===== src/dsct_pkg.sv =====
`timescale 1ns / 1ps
// Shared widths, constants, types and divisor functions for the degree sine/cosine unit.
package dsct_pkg;

  // Number of series terms for both sine and cosine.
  localparam int SERIES_TERMS = 7;

  // Angle reduction.
  localparam int DEG_W       = 16;
  localparam int MAG_W       = 17;
  localparam int QUOT_W      = 9;
  localparam int ANGLE_W     = 9;
  localparam int FULL_TURN   = 360;
  localparam int MOD_RECIP   = 93207;   // ceil(2^25 / 360)
  localparam int MOD_SHIFT   = 25;
  localparam int MOD_PROD_W  = MAG_W + MAG_W;

  // Radians in unsigned Q32.
  localparam int RAD_PER_DEG = 74961321;
  localparam int X_W         = 35;
  localparam int XHI_W       = X_W + X_W - 16;
  localparam int XLO_W       = X_W + 16;
  localparam int X2_W        = XHI_W - 16;

  // Series terms and their products.
  localparam int TERM_W      = 40;
  localparam int SUM_W       = 42;
  localparam int PROD_W      = TERM_W + X2_W - 16;
  localparam int LO_W        = TERM_W + 16;
  localparam int P_W         = PROD_W - 16;
  localparam int SPLIT_W     = 23;
  localparam int HIGH_W      = P_W - SPLIT_W;
  localparam int DIV_W       = 9;
  localparam int REM_W       = DIV_W + 1;
  localparam int RECIP_W     = DIV_W + SPLIT_W;

  localparam logic [TERM_W-1:0] ONE_Q32 = TERM_W'(64'h1_0000_0000);

  // Output conversion.
  localparam int RES_W       = 32;
  localparam int ROUND_SHIFT = 4;
  localparam int ROUND_BIAS  = 8;
  localparam logic [RES_W-1:0] SAT_POS = 32'h7FFF_FFFF;
  localparam logic [RES_W-1:0] SAT_NEG = 32'h8000_0000;

  // Pipeline depths.
  localparam int FRONT_STAGES = 6;
  localparam int CELL_STAGES  = 7;
  localparam int ROUND_STAGES = 3;

  typedef struct packed {
    logic valid;
    logic neg;
  } ctl_t;

  typedef struct packed {
    logic [TERM_W-1:0] term;
    logic [SUM_W-1:0]  sum;
  } lane_t;

  // Divisor that turns sine term k-1 into term k: (2k)(2k+1).
  function automatic logic [DIV_W-1:0] sine_div(input int k);
    sine_div = DIV_W'((2 * k) * (2 * k + 1));
  endfunction

  // Divisor that turns cosine term k-1 into term k: (2k-1)(2k).
  function automatic logic [DIV_W-1:0] cosine_div(input int k);
    cosine_div = DIV_W'((2 * k - 1) * (2 * k));
  endfunction

endpackage


===== src/dsct_round.sv =====
`timescale 1ns / 1ps
// Signed Q32 sum to saturated Q3.28 with rounding half away from zero.
module dsct_round (
  input  logic                        clk,
  input  logic [dsct_pkg::SUM_W-1:0]  sum,
  input  logic                        flip,
  output logic [dsct_pkg::RES_W-1:0]  value
);

  localparam int RND_W = dsct_pkg::SUM_W + 1;
  localparam int R_W   = RND_W - dsct_pkg::ROUND_SHIFT;

  logic                       neg1;
  logic                       flip1;
  logic [dsct_pkg::SUM_W-1:0] mag1;
  logic                       sign2;
  logic [dsct_pkg::RES_W-1:0] mag2;

  logic [RND_W-1:0] rounded;
  logic [R_W-1:0]   shifted;
  logic [R_W-1:0]   limit;
  logic             sign;

  assign rounded = RND_W'(mag1) + RND_W'(dsct_pkg::ROUND_BIAS);
  assign shifted = rounded[RND_W-1:dsct_pkg::ROUND_SHIFT];
  assign sign    = neg1 ^ flip1;
  assign limit   = sign ? R_W'(dsct_pkg::SAT_NEG) : R_W'(dsct_pkg::SAT_POS);

  always_ff @(posedge clk) begin
    neg1  <= sum[dsct_pkg::SUM_W-1];
    flip1 <= flip;
    mag1  <= sum[dsct_pkg::SUM_W-1] ? dsct_pkg::SUM_W'(0) - sum : sum;

    sign2 <= sign;
    mag2  <= (shifted > limit) ? limit[dsct_pkg::RES_W-1:0] : shifted[dsct_pkg::RES_W-1:0];

    value <= sign2 ? dsct_pkg::RES_W'(0) - mag2 : mag2;
  end

endmodule

===== config.mk =====
export PLATFORM = sky130hd
export DESIGN_NAME = dsct_round
export DESIGN_NICKNAME = d
export VERILOG_FILES = /design/src/dsct_pkg.sv /design/src/dsct_round.sv
export SDC_FILE = /design/constraint.sdc
export NUM_CORES = 1
export LEC_CHECK = 0
export BUFFER_PORTS_ARGS = -buffer_cell sky130_fd_sc_hd__buf_2
export CORE_UTILIZATION = 60
export CTS_BUF_LIST = sky130_fd_sc_hd__clkbuf_8
export CTS_CLUSTER_DIAMETER = 150
export DETAILED_ROUTE_END_ITERATION = 6
export GPL_TIMING_DRIVEN = 0
export PLACE_DENSITY = 0.95
export SYNTH_ARGS = -nofsm -noshare
export SYNTH_HDL_FRONTEND = slang
export SYNTH_SLANG_ARGS = --single-unit
export TNS_END_PERCENT = 1

===== constraint.sdc =====
create_clock -name clk -period 10.6 [get_ports clk]
set_clock_uncertainty 0.1 [all_clocks]
set_input_delay 1.06 -clock clk [delete_from_list [all_inputs] [get_ports clk]]
set_output_delay 1.06 -clock clk [all_outputs]
set_load 0.02 [all_outputs]

======== Word level (Yosys, flattened, before mapping) ========
Cells that the tools add are included.
cells by class
  reductions and logical operators ........ 0
  multipliers ............................. 0
  bitwise gates (word level) .............. 1
  shift operators ......................... 0
  mux-type cells .......................... 4
  add/sub/neg operators ................... 3
  equality and inequality tests ........... 0
  divide/modulo/power cells ............... 0
  $lt $le $gt $ge ......................... 1
operator list
  operator                                           count
  two-way mux 32 bit                                 3
  adder 42 x 4 -> 43 bit, second input constant      1
  subtractor 1 x 42 -> 42 bit, first input constant  1
  two-way mux 41 bit                                 1
  > comparator 39 x 32 -> 1 bit                      1
  subtractor 1 x 32 -> 32 bit, first input constant  1
  XOR 1 bit                                          1
storage, ports and cells
  memory bits (read-only) ................. 0
  register bits after elaboration ......... 109
  output and inout port bits .............. 32
  bits in writable memories ............... 0
  input port bits ......................... 44
  word-level logic and storage cells ...... 16
  memories ................................ 0
  bits in latches ......................... 0

======== Logic depth before layout (Yosys ltp) ========
  word-level depth ........................ 4
  depth in mapped cells ................... 15
  mapped depth without buffers ............ 14

======== Worst setup path before layout ========
Ideal clock, no wire load.
  path kind ............................... register -> register
  start point ............................. reg flip1
  end point ............................... reg mag2[22] (netlist bit)
  path slack .............................. 6.428 ns
  arrival ................................. 3.951 ns
  required time ........................... 10.379 ns
  cell stages (with the launch flop) ...... 13
  clock period less this slack ............ 4.172 ns
  setup time .............................. 0.121 ns
  path buffers ............................ 2
  path through ............................ dfxtp_1 > xor2_1 > inv_1 > clkbuf_1 > ha_1 > and3_1 > a221oi_1 > o21ai_0 > o21a_1 > o31ai_1 > nand4_1 > buf_2 > mux2_2
between the ends
  cells in the longest elaborated chain, start to end .. 4
RTL lines
  what                           line              RTL
  start: declaration             dsct_round.sv:14  logic flip1;
  start signal: assignment       dsct_round.sv:31  flip1 <= flip;
  XOR 1 bit *                    dsct_round.sv:26  assign sign = neg1 ^ flip1;
  named net sign                 dsct_round.sv:22  logic sign;
  two-way mux 32 bit *           dsct_round.sv:27  assign limit = sign ? R_W'(dsct_pkg::SAT_NEG) : R_W'(dsct_pkg::SAT_POS);
  > comparator 39 x 32 -> 1 bit  dsct_round.sv:35  mag2 <= (shifted > limit) ? limit[dsct_pkg::RES_W-1:0] : shifted[dsct_pkg::RES_W-1:0];
  two-way mux 32 bit *           dsct_round.sv:35
  end signal: assignment         dsct_round.sv:35
  end: declaration               dsct_round.sv:17  logic [dsct_pkg::RES_W-1:0] mag2;
The timed path passes the listed nets; every way through them passes the cells marked *.
A chain may end at the register's enable or synchronous reset.

======== Final worst setup path ========
  start point ............................. reg mag1[3] (netlist bit)
  end point ............................... reg mag2[23] (netlist bit)
between the ends
  cells in the longest elaborated chain, start to end .. 3
RTL lines
  what                           line              RTL
  start: declaration             dsct_round.sv:15  logic [dsct_pkg::SUM_W-1:0] mag1;
  start signal: assignment       dsct_round.sv:32  mag1 <= sum[dsct_pkg::SUM_W-1] ? dsct_pkg::SUM_W'(0) - sum : sum;
  adder 42 x 4 -> 43 bit *       dsct_round.sv:24  assign rounded = RND_W'(mag1) + RND_W'(dsct_pkg::ROUND_BIAS);
  > comparator 39 x 32 -> 1 bit  dsct_round.sv:35
  two-way mux 32 bit *           dsct_round.sv:35
Every way passes the cells marked *; elsewhere a longest branch is shown, timed or not.

==> out/qor.txt <==
Critical Path AT - 4.84 ns
Clock sinks - 106
Hold Fails Final Rpt - 0
Post-CTS Resized - 0
Layout area overhead - 13.4%
Least-Margin Pin Slew - 0.816 ns
1st-iter DRT viols - 191
Post-layout util - 70.0%
Critical Path Fanout Max - 10
Share of cells above drive strength 1 - 23.0%
Largest net degree at the start of global routing - 19
Area occupied by multi-input gates - 3180 um^2
Register area share after synthesis - 39.4%
First-pass GRT wire length - 18500 um
Crit path time final - 4.67 ns
Final setup margin - 5.93 ns
Starting Density - 61.7%
Core area - 8720 um^2
Die ar. - 9350 um^2
Count of cell types in the netlist - 47
DP Cell Count - 728
Async set-or-reset flop fraction in the synthesized netlist - 0%
Hold buffer count at CTS - 0
CTS tree - done
FP Rows - 34
Crit path kind - flop to flop
Detailed-route DRC error count - 0
Bufs on Longest Clock Path - 2
Mapped Cells - 544
Share of the synthesized area in the top cell type - 39.4%
Hold Slack - 0.298 ns
Total Wirelength - 10800 um
Total CTS buffers - 9
Routed vias/inst - 5.71
GRT Residual Overflow - 0
FF+latch count, synth - 106
Die width - 96.7 um
CP max stage cell - nor3_1
Status - finished clean
Root buffer cell - clkbuf_8
Pwr per Cell Area - 160 nW/um^2
Largest area contributor in the netlist - dfxtp_1
Worst-Skew Late Latency - 0.37 ns
Syn nets - 622
Worst Hold Class - flop to flop
FMAX - 214 MHz
Worst Path Buf+Inv - 1
Maximum VDD drop - 0.0728 mV
Syn Std Cell Area - 5380 um^2
DR vias - 4251
Drt wl/cell - 14.5 um
Endpoints failing setup - 0
Fin. max-slew vios - 0
Vias in the first global route - 4158
Top FF cell, synth - dfxtp_1
Worst rel slew slack - 45.5%
Diode count - 0
Fillers - 635
Total number of yosys warnings - 0
Synth top area cells - dfxtp_1 39%, xnor2_1 15%, ha_1 7.9%
Final period util - 44.1%
I/O Buffers - 75
DP Worst Slack - 6.03 ns
DP HPWL - 8530 um
Final std cells w/o fill - 744
Setup tns final - 0 ns
# nets final - 709
Clock slew at reported path FFs - 0.10 ns
Top cells by count, synth - 106 x dfxtp_1, 90 x xnor2_1, 44 x nand2_1
Number of I/O pins - 76
WP data required - 10.76 ns
Syn_area_per_cell - 9.89 um^2
CP delay by family, top - simple AND/OR/NAND/NOR gates
Sequential cell area - 2120 um^2
H-tree Lvls - 3
Total track usage - 23.9%
Unrepaired setup endpoints after global routing - false
Leakage - 2.43 nW
Initial antenna violation count - 0
DIE HEIGHT - 96.7 um
Crit path largest cell delay - 0.54 ns
Pre-antenna DRT Iters - 4
Post-synth EDFFs - 0
Startpoint Class - flop
Most frequent cell after synthesis - dfxtp_1
Cells along the critical path - ha_1, and4_1, nand3_1, nor3_1, nand3_1, xnor2_1, ha_1, and3_1, a221oi_1, o21ai_0, o31ai_1, nand4_1, buf_2, mux2_2
Maxcap violations - 0
Post-CTS Setup Repair Bufs - 0
RD Place Congestion - 0.929
Post-DRT Antenna Nets - 0
CP Capture Type - flop
state kept, by name (all words and copies together), names as in the netlist:
signal / flops
mag1: 39
mag2: 32
value: 32
neg1: 1
sign2: 1
flip1: 1
worst reg2reg max path: stages (launching register included):
cell      delay [ns]
dfxtp_1         0.37
ha_1            0.21
and4_1          0.31
nand3_1         0.24
nor3_1          0.54
nand3_1         0.18
xnor2_1         0.25
ha_1            0.27
and3_1          0.20
a221oi_1        0.31
o21ai_0         0.21
o31ai_1         0.40
nand4_1         0.35
buf_2           0.32
mux2_2          0.30
through the flow:
step,total power [mW],instance area [um^2]
2_1_floorplan,0.667,5380
3_5_place_dp,0.747,5910
4_1_cts,0.976,6100
6_report,0.973,6100
3_3_place_gp,0.730,5890
5_1_grt,1.03,6100
cells in the final DEF (no fill, tap or decap), drive strengths merged, types with 2 or more instances in the layout:
cell,count
dfxtp,106
xnor2,90
buf,81
nand2,44
ha,34
o21ai,34
mux2,31
clkbuf,20
nand4,18
nand3,17
nor2,17
o31ai,17
or3,13
nor3,12
xor2,10
or4,10
inv,9
and4,8
nand2b,8
and3,8
a21oi,7
nor4,5
and2,4
o41ai,4
a21o,3
a221oi,3
o311ai,3
nor2b,2
or2,2
nor3b,2
nand3b,2
a211oi,2
clkinvlp,2
clkinv,2
worst paths after layout:
kind / startpoint / end / slack (ns) / cells past startpoint
worst min-delay path: mag2[0]$_DFF_P_ / value[0]$_DFF_P_ / 0.30 / 0
worst max register to register: mag1[3]$_DFF_P_ / mag2[23]$_DFF_P_ / 5.93 / 14
worst max-delay path: mag1[3]$_DFF_P_ / mag2[23]$_DFF_P_ / 5.93 / 14
worst min register to register: mag2[0]$_DFF_P_ / value[0]$_DFF_P_ / 0.30 / 0
power by group:
| part | switching (mW) | internal [mW] |
|---|---|---|
| registers | 0.0377 | 0.457 |
| logic | 0.139 | 0.109 |
| clock network | 0.136 | 0.0942 |
| total | 0.313 | 0.660 |
area by class of cell:
type / instances / area share, %
clock buffers: 10 / 2.26
flip-flops and latches: 106 / 34.8
clock inverters: 6 / 0.800
repair buffers: 76 / 6.40
well taps: 108 / 2.21
plain buffers: 15 / 1.03
multi-input cells: 416 / 52.1
inverters: 7 / 0.431
cell families (layout without fill, tap and decap cells):
| logic type | Yosys count | after routing | synth area share, % |
|---|---|---|---|
| AOI/OAI and AO/OA | 77 | 77 | 9.49 |
| xor gates and xnor gates | 100 | 100 | 16.3 |
| adders and majority gates | 34 | 34 | 7.91 |
| buffers and inverters | 22 | 114 | 1.65 |
| DFF | 106 | 106 | 39.4 |
| muxes | 32 | 32 | 6.67 |
| and+or+nand+nor | 173 | 173 | 18.6 |
per-layer routing:
metal	routed length [um]	part of all wire, %	track usage (%)
met1	4740	44	28.1
met2	5130	47	40.4
met3	451	4.2	3.90
met4	490	4.5	15.2
met5	0	0	0
Note: power is estimated with default switching activity, not from simulation.
