### src/dsct_pkg.sv
`timescale 1ns / 1ps
// Shared widths, constants, types and divisor functions for the degree sine/cosine unit.
package dsct_pkg;

  // Number of series terms for both sine and cosine.
  localparam int SERIES_TERMS = 7;

  // Angle reduction.
  localparam int DEG_W       = 16;
  localparam int MAG_W       = 17;
  localparam int QUOT_W      = 9;
  localparam int ANGLE_W     = 9;
  localparam int FULL_TURN   = 360;
  localparam int MOD_RECIP   = 93207;   // ceil(2^25 / 360)
  localparam int MOD_SHIFT   = 25;
  localparam int MOD_PROD_W  = MAG_W + MAG_W;

  // Radians in unsigned Q32.
  localparam int RAD_PER_DEG = 74961321;
  localparam int X_W         = 35;
  localparam int XHI_W       = X_W + X_W - 16;
  localparam int XLO_W       = X_W + 16;
  localparam int X2_W        = XHI_W - 16;

  // Series terms and their products.
  localparam int TERM_W      = 40;
  localparam int SUM_W       = 42;
  localparam int PROD_W      = TERM_W + X2_W - 16;
  localparam int LO_W        = TERM_W + 16;
  localparam int P_W         = PROD_W - 16;
  localparam int SPLIT_W     = 23;
  localparam int HIGH_W      = P_W - SPLIT_W;
  localparam int DIV_W       = 9;
  localparam int REM_W       = DIV_W + 1;
  localparam int RECIP_W     = DIV_W + SPLIT_W;

  localparam logic [TERM_W-1:0] ONE_Q32 = TERM_W'(64'h1_0000_0000);

  // Output conversion.
  localparam int RES_W       = 32;
  localparam int ROUND_SHIFT = 4;
  localparam int ROUND_BIAS  = 8;
  localparam logic [RES_W-1:0] SAT_POS = 32'h7FFF_FFFF;
  localparam logic [RES_W-1:0] SAT_NEG = 32'h8000_0000;

  // Pipeline depths.
  localparam int FRONT_STAGES = 6;
  localparam int CELL_STAGES  = 7;
  localparam int ROUND_STAGES = 3;

  typedef struct packed {
    logic valid;
    logic neg;
  } ctl_t;

  typedef struct packed {
    logic [TERM_W-1:0] term;
    logic [SUM_W-1:0]  sum;
  } lane_t;

  // Divisor that turns sine term k-1 into term k: (2k)(2k+1).
  function automatic logic [DIV_W-1:0] sine_div(input int k);
    sine_div = DIV_W'((2 * k) * (2 * k + 1));
  endfunction

  // Divisor that turns cosine term k-1 into term k: (2k-1)(2k).
  function automatic logic [DIV_W-1:0] cosine_div(input int k);
    cosine_div = DIV_W'((2 * k - 1) * (2 * k));
  endfunction

endpackage

### src/dsct_front.sv
`timescale 1ns / 1ps
// Angle reduction modulo 360, conversion to Q32 radians and squaring.
module dsct_front (
  input  logic                         clk,
  input  logic                         rst,
  input  logic                         accept,
  input  logic [dsct_pkg::DEG_W-1:0]   degrees,
  output dsct_pkg::ctl_t               ctl_out,
  output logic [dsct_pkg::X_W-1:0]     x_out,
  output logic [dsct_pkg::X2_W-1:0]    x2_out
);

  logic [dsct_pkg::FRONT_STAGES-1:0] valid_pipe;
  logic [dsct_pkg::FRONT_STAGES-1:0] neg_pipe;

  logic [dsct_pkg::MAG_W-1:0]      mag1;
  logic [dsct_pkg::MAG_W-1:0]      mag2;
  logic [dsct_pkg::QUOT_W-1:0]     quot2;
  logic [dsct_pkg::ANGLE_W-1:0]    angle3;
  logic [dsct_pkg::X_W-1:0]        x4;
  logic [dsct_pkg::X_W-1:0]        x5;
  logic [dsct_pkg::XHI_W-1:0]      hi5;
  logic [dsct_pkg::XLO_W-1:0]      lo5;

  logic [dsct_pkg::MAG_W-1:0]      mag_in;
  logic [dsct_pkg::MOD_PROD_W-1:0] quot_prod;
  logic [dsct_pkg::MAG_W-1:0]      remainder;
  logic [dsct_pkg::XHI_W-1:0]      sq_sum;

  // 2^DEG_W as a magnitude: the negative input folds to its absolute value.
  function automatic logic [dsct_pkg::MAG_W-1:0] MAG_W_ONE_TURN();
    MAG_W_ONE_TURN = dsct_pkg::MAG_W'(1) << dsct_pkg::DEG_W;
  endfunction

  always_comb begin
    if (degrees[dsct_pkg::DEG_W-1]) begin
      mag_in = MAG_W_ONE_TURN() - dsct_pkg::MAG_W'(degrees);
    end else begin
      mag_in = dsct_pkg::MAG_W'(degrees);
    end
  end

  assign quot_prod = dsct_pkg::MOD_PROD_W'(mag1) * dsct_pkg::MOD_PROD_W'(dsct_pkg::MOD_RECIP);
  assign remainder = mag2 - dsct_pkg::MAG_W'(quot2) * dsct_pkg::MAG_W'(dsct_pkg::FULL_TURN);
  assign sq_sum    = hi5 + dsct_pkg::XHI_W'(lo5[dsct_pkg::XLO_W-1:16]);

  always_ff @(posedge clk) begin
    if (rst) begin
      valid_pipe <= '0;
    end else begin
      valid_pipe <= {valid_pipe[dsct_pkg::FRONT_STAGES-2:0], accept};
    end
  end

  always_ff @(posedge clk) begin
    neg_pipe <= {neg_pipe[dsct_pkg::FRONT_STAGES-2:0], degrees[dsct_pkg::DEG_W-1]};
    mag1     <= mag_in;
    mag2     <= mag1;
    quot2    <= quot_prod[dsct_pkg::MOD_PROD_W-1:dsct_pkg::MOD_SHIFT];
    angle3   <= remainder[dsct_pkg::ANGLE_W-1:0];
    x4       <= dsct_pkg::X_W'(angle3) * dsct_pkg::X_W'(dsct_pkg::RAD_PER_DEG);
    x5       <= x4;
    hi5      <= dsct_pkg::XHI_W'(x4) * dsct_pkg::XHI_W'(x4[dsct_pkg::X_W-1:16]);
    lo5      <= dsct_pkg::XLO_W'(x4) * dsct_pkg::XLO_W'(x4[15:0]);
    x_out    <= x5;
    x2_out   <= sq_sum[dsct_pkg::XHI_W-1:16];
  end

  assign ctl_out.valid = valid_pipe[dsct_pkg::FRONT_STAGES-1];
  assign ctl_out.neg   = neg_pipe[dsct_pkg::FRONT_STAGES-1];

endmodule

### config.mk
export PLATFORM = sky130hd
export DESIGN_NAME = dsct_front
export DESIGN_NICKNAME = d
export VERILOG_FILES = /design/src/dsct_pkg.sv /design/src/dsct_front.sv
export SDC_FILE = /design/constraint.sdc
export NUM_CORES = 2
export LEC_CHECK = 0
export BUFFER_PORTS_ARGS = -buffer_cell sky130_fd_sc_hd__buf_2
export CELL_PAD_IN_SITES_DETAIL_PLACEMENT = 0
export CELL_PAD_IN_SITES_GLOBAL_PLACEMENT = 2
export CORE_UTILIZATION = 43
export DETAILED_ROUTE_END_ITERATION = 10
export PLACE_DENSITY = 0.93
export SLEW_MARGIN = 15
export SYNTH_ARGS = -nofsm -noshare
export SYNTH_HDL_FRONTEND = slang
export SYNTH_SLANG_ARGS = --single-unit
### constraint.sdc
create_clock -name clk -period 7.06 [get_ports clk]
set_input_delay 1.412 -clock clk [delete_from_list [all_inputs] [get_ports clk]]
set_output_delay 1.412 -clock clk [all_outputs]
set_load 0.005 [all_outputs]
Word-level counts from Yosys, hierarchy flattened
Cells that the tools add are included.
{"block": "totals", "regBits": 304, "in_bits": 19, "out_inout_bits": 75, "word_cells": 22}
{"block": "op_classes", "addsub": 3, "n_mul": 5, "mux": 1}
{"cell": "$add A54 B35 Y54", "count": 1}
{"cell": "$mul A35 B19 Y54", "count": 1}
{"cell": "$mul A35 B16 Y51", "count": 1}
{"cell": "$mul A9 B27 Y35 const B", "count": 1}
{"cell": "$mul A17 B17 Y34 const B", "count": 1}
{"cell": "$sub A17 B16 Y17 const A", "count": 1}
{"cell": "$mux W15", "count": 1}
{"cell": "$mul A9 B6 Y6 const B", "count": 1}
{"cell": "$sub A9 B9 Y9", "count": 1}

Logic depth before layout (Yosys ltp)
{"block": "depth", "depth_word": 2, "ltp_mapped": 27, "mapped_depth_nobuf": 24}

Worst setup path before layout
OpenSTA, ideal clock, no wires.
{"block": "synth_path", "path_kind": "flip-flop to flip-flop", "start": "reg x4[10] (netlist name)", "end": "reg hi5[46] (netlist name)", "setup_time_ns": 0.124, "t_arrival_ns": 6.205, "t_required_ns": 6.936, "path_slack_ns": 0.731, "path_stages_with_launch": 26, "path_buffers": 3, "synth_period_minus_slack_ns": 6.329, "path_cell_list": "dfxtp_1 -> clkbuf_1 -> clkbuf_1 -> nand2_1 -> fa_1 -> inv_1 -> fa_1 -> inv_1 -> fa_1 -> inv_1 -> fa_1 -> fa_1 -> inv_1 -> fa_1 -> inv_1 -> ha_1 -> clkbuf_1 -> a21oi_1 -> o21ai_0 -> a21oi_1 -> nand4_2 -> a31oi_2 -> o311ai_1 -> a31o_2 -> a31oi_1 -> xnor2_1"}
{"block": "synth_between", "elab_chain_len": 1}
{"item": "start: declaration", "line_no": "dsct_front.sv:20", "source": "logic [dsct_pkg::X_W-1:0] x4;"}
{"item": "start signal: assignment", "line_no": "dsct_front.sv:61", "source": "x4 <= dsct_pkg::X_W'(angle3) * dsct_pkg::X_W'(dsct_pkg::RAD_PER_DEG);"}
{"item": "$mul A35 B19 Y54", "line_no": "dsct_front.sv:63", "source": "hi5 <= dsct_pkg::XHI_W'(x4) * dsct_pkg::XHI_W'(x4[dsct_pkg::X_W-1:16]);"}
{"item": "end signal: assignment", "line_no": "dsct_front.sv:63"}
{"item": "end: declaration", "line_no": "dsct_front.sv:22", "source": "logic [dsct_pkg::XHI_W-1:0] hi5;"}
No other way between the ends.
A chain may end at the register's enable or synchronous reset.

Final worst setup path
{"block": "layout_path", "start": "reg x4[11] (netlist name)", "end": "reg lo5[50] (netlist name)"}
{"block": "layout_between", "elab_chain_len": 1}
{"item": "$mul A35 B16 Y51", "line_no": "dsct_front.sv:64", "source": "lo5 <= dsct_pkg::XLO_W'(x4) * dsct_pkg::XLO_W'(x4[15:0]);"}
{"item": "end signal: assignment", "line_no": "dsct_front.sv:64"}
{"item": "end: declaration", "line_no": "dsct_front.sv:23", "source": "logic [dsct_pkg::XLO_W-1:0] lo5;"}
No other way between the ends.

==> reports/results.txt <==
# rows: 124
Ports: 94
CP Cell Sequence: buf_6, nand2_1, fa_1, fa_1, inv_1, fa_1, fa_1, fa_1, fa_1, ha_1, a21oi_2, o211ai_1, a311o_1, nand4b_1, or3b_4, and3_1, o31ai_2, buf_4, nand3b_1, xnor2_1
Largest net degree at the start of global routing: 42
Worst Path Max Fanout: 15
Max Cap Viol: 0
Drt total wl: 130000 um
Peak Freq: 146 MHz
Clock sink count: 285
CP arrival: 7.39 ns
Clock latency on the worst-skew pair: 0.63 ns
DRC: 0
Die Wd: 341 um
R2R cell count: 20
Routability cong.: 0.934
Cell accounting for the most synthesized area: fa_1
CTS tree: built
Die area: 116000 um2
Worst Setup End Kind: register
Synth Flop Type: dfxtp_1
Nets: 6955
Status: finished, final reports clean
Die Height: 341 um
Via count: 34000
Initial antenna violation count: 1
Antenna viol nets, final: 0
Max transition margin: 0.451
Final clock skew: 0.0463 ns
Slew Limit Fails: 0
Syn_nets: 6817
Number of global-route vias before repair: 37700
Area Overhead vs Synth: 9.45%
First-pass GRT wire length: 207000 um
Min-Delay Path Depth: 0
Setup TNS: 0 ns
Sequential fraction of the synthesis area: 0.115
Post-route insts no fill: 6899
Ys async rst share: 0
Vias per std cell: 4.93
Root Buffer: clkbuf_16
First-iteration detailed-routing DRC count: 1821
Hold Vio Cnt, Final: 0
Syn Std Cell Area: 49500 um2
Hold Crit Class: register to register
Req. time, crit path: 7.59 ns
Post-cts hold buffer count: 0
Post-DP HPWL: 109000 um
Top cells by area, synth: fa_1 43%, ha_1 13%, dfxtp_1 12%, inv_1 11%, nand2_1 3.5%
Startpoint Class: register
#FFs+latches synth: 285
Final setup viols: 0
CP peak stage delay: 0.57 ns
Clock slew at reported path FFs: 0.07 ns
Clk buf depth: 3
WL per Instance: 18.8 um
Distinct cells, synth: 83
Most used cell, CP: fa_1
H-tree depth: 2
Core area: 114000 um2
Share of layout cells above drive strength 1: 0.0702
Mapped Cells: 5215
Post-route clock period utilization: 0.972
Tot GR Track Use: 0.232
Number of enable flip-flop cells after synthesis: 0
YS warnings: 0
Port bufs: 93
Worst path slowest cell: fa_1
CTS buffer count: 39
Starting density of the core: 0.433
Worst reg-to-reg setup slack: 0.20 ns
Min cycle time layout: 6.86 ns
Post-synth top area share: 0.431
Placed cell count: 6820
Total gr overflow: 0
Syn avg cell area: 9.49 um2
Worst-Margin Slew: 0.803 ns
DRT Pass-1 Iters: 5
WS Path Type: register to register
sequential cells by signal, indices dropped and copies added, names as in the netlist:
register / count
angle3: 9
hi5: 54
lo5: 36
mag1: 17
mag2: 9
neg_pipe: 6
quot2: 6
valid_pipe: 6
x2_out: 38
x4: 35
x5: 34
x_out: 35
cell families (layout without fill, tap and decap cells):
logic type / Yosys count / after routing / share of synthesized area
muxes: 4 / 4 / 0.000860
DFF: 285 / 285 / 0.115
AOI/OAI and AO/OA: 490 / 490 / 0.0657
other: 1 / 4 / 0.0000758
xor gates and xnor gates: 191 / 191 / 0.0338
adders and majority gates: 1583 / 1583 / 0.562
and+or+nand+nor: 1019 / 1019 / 0.0976
buffers and inverters: 1642 / 1811 / 0.125
Yosys cell counts (all sizes together) (64+ instances only):
library cell,number
xor2,64
and2,187
ha,518
nand2,459
dfxtp,285
inv,1496
nor2,147
a21o,84
xnor2,127
a21oi,150
fa,1065
clkbuf,137
o21ai,80
worst max-delay path, delay by kind of cell (launching register included):
family / cells / cell delay [ns]
buf+inv: 3 / 0.51
compound gates: 4 / 1.04
fa+ha+maj: 7 / 3.38
simple gates: 5 / 1.14
flops: 1 / 0.46
xor+xnor: 1 / 0.26
placed cells by master, fill, tap and decap left out, drive strengths merged, types with 10 or more instances in the layout:
master  instances
o21bai         26
inv          1502
xnor2         127
nand2b         18
ha            518
a31oi          29
xor2           64
a21oi         150
nor2b          29
nand2         459
o21ai          80
buf           238
clkbuf         49
nand3          43
nand4          37
nor3           31
and2          187
o211ai         10
and3           20
o21a           17
nor2          147
a211oi         18
dfxtp         285
fa           1065
clkinv         10
o31ai          14
a21o           84
metrics by stage:
stage | hold slack, ns | setup slack (ns) | util | area (um2)
CTS | 0.325 | 0.00769 | 0.473 | 54000
detailed placement | 0.312 | -0.156 | 0.461 | 52600
floorplan | 0.310 | 0.731 | - | 49500
global route | 0.326 | -0.128 | 0.474 | 54200
global placement | 0.311 | -0.112 | 0.461 | 52600
finish | 0.320 | 0.196 | 0.474 | 54200
layout make-up:
type	instances	area, um2
inverters	1498	5630
multi-input cells	3288	37700
repair buffers	241	1860
well taps	1512	1890
flip-flops and latches	285	5730
clock inverters	26	322
clock buffers	46	1060
fillers	11100	60000
diodes	3	7.51
layer usage:
metal | vias to the layer above | wire length, um | global-route usage
li1 | 15900 | - | -
met1 | 17200 | 56700 | 0.307
met2 | 825 | 60700 | 0.385
met3 | 179 | 8530 | 0.0458
met4 | 0 | 4000 | 0.0661
met5 | - | 0 | 0
what timing repair did:
action | CTS | global route
resized for setup | 5 | 32
buffers inserted | 0 | 1
hold endpoints to repair | 0 | 0
gates cloned | 0 | 3
pin swaps | 1 | 5
endpoints found under the setup margin | 9 | 26
worst paths after layout:
path	startpoint	endpoint
setup / recovery	x4[11]	lo5[50]
hold / removal	x5[26]	x_out[26]
setup reg to reg	x4[11]	lo5[50]
hold reg to reg	x5[26]	x_out[26]
Power is left out: the tool's default activity adds up to more than one toggle a clock period on the data nets, which glitch-free logic cannot reach.
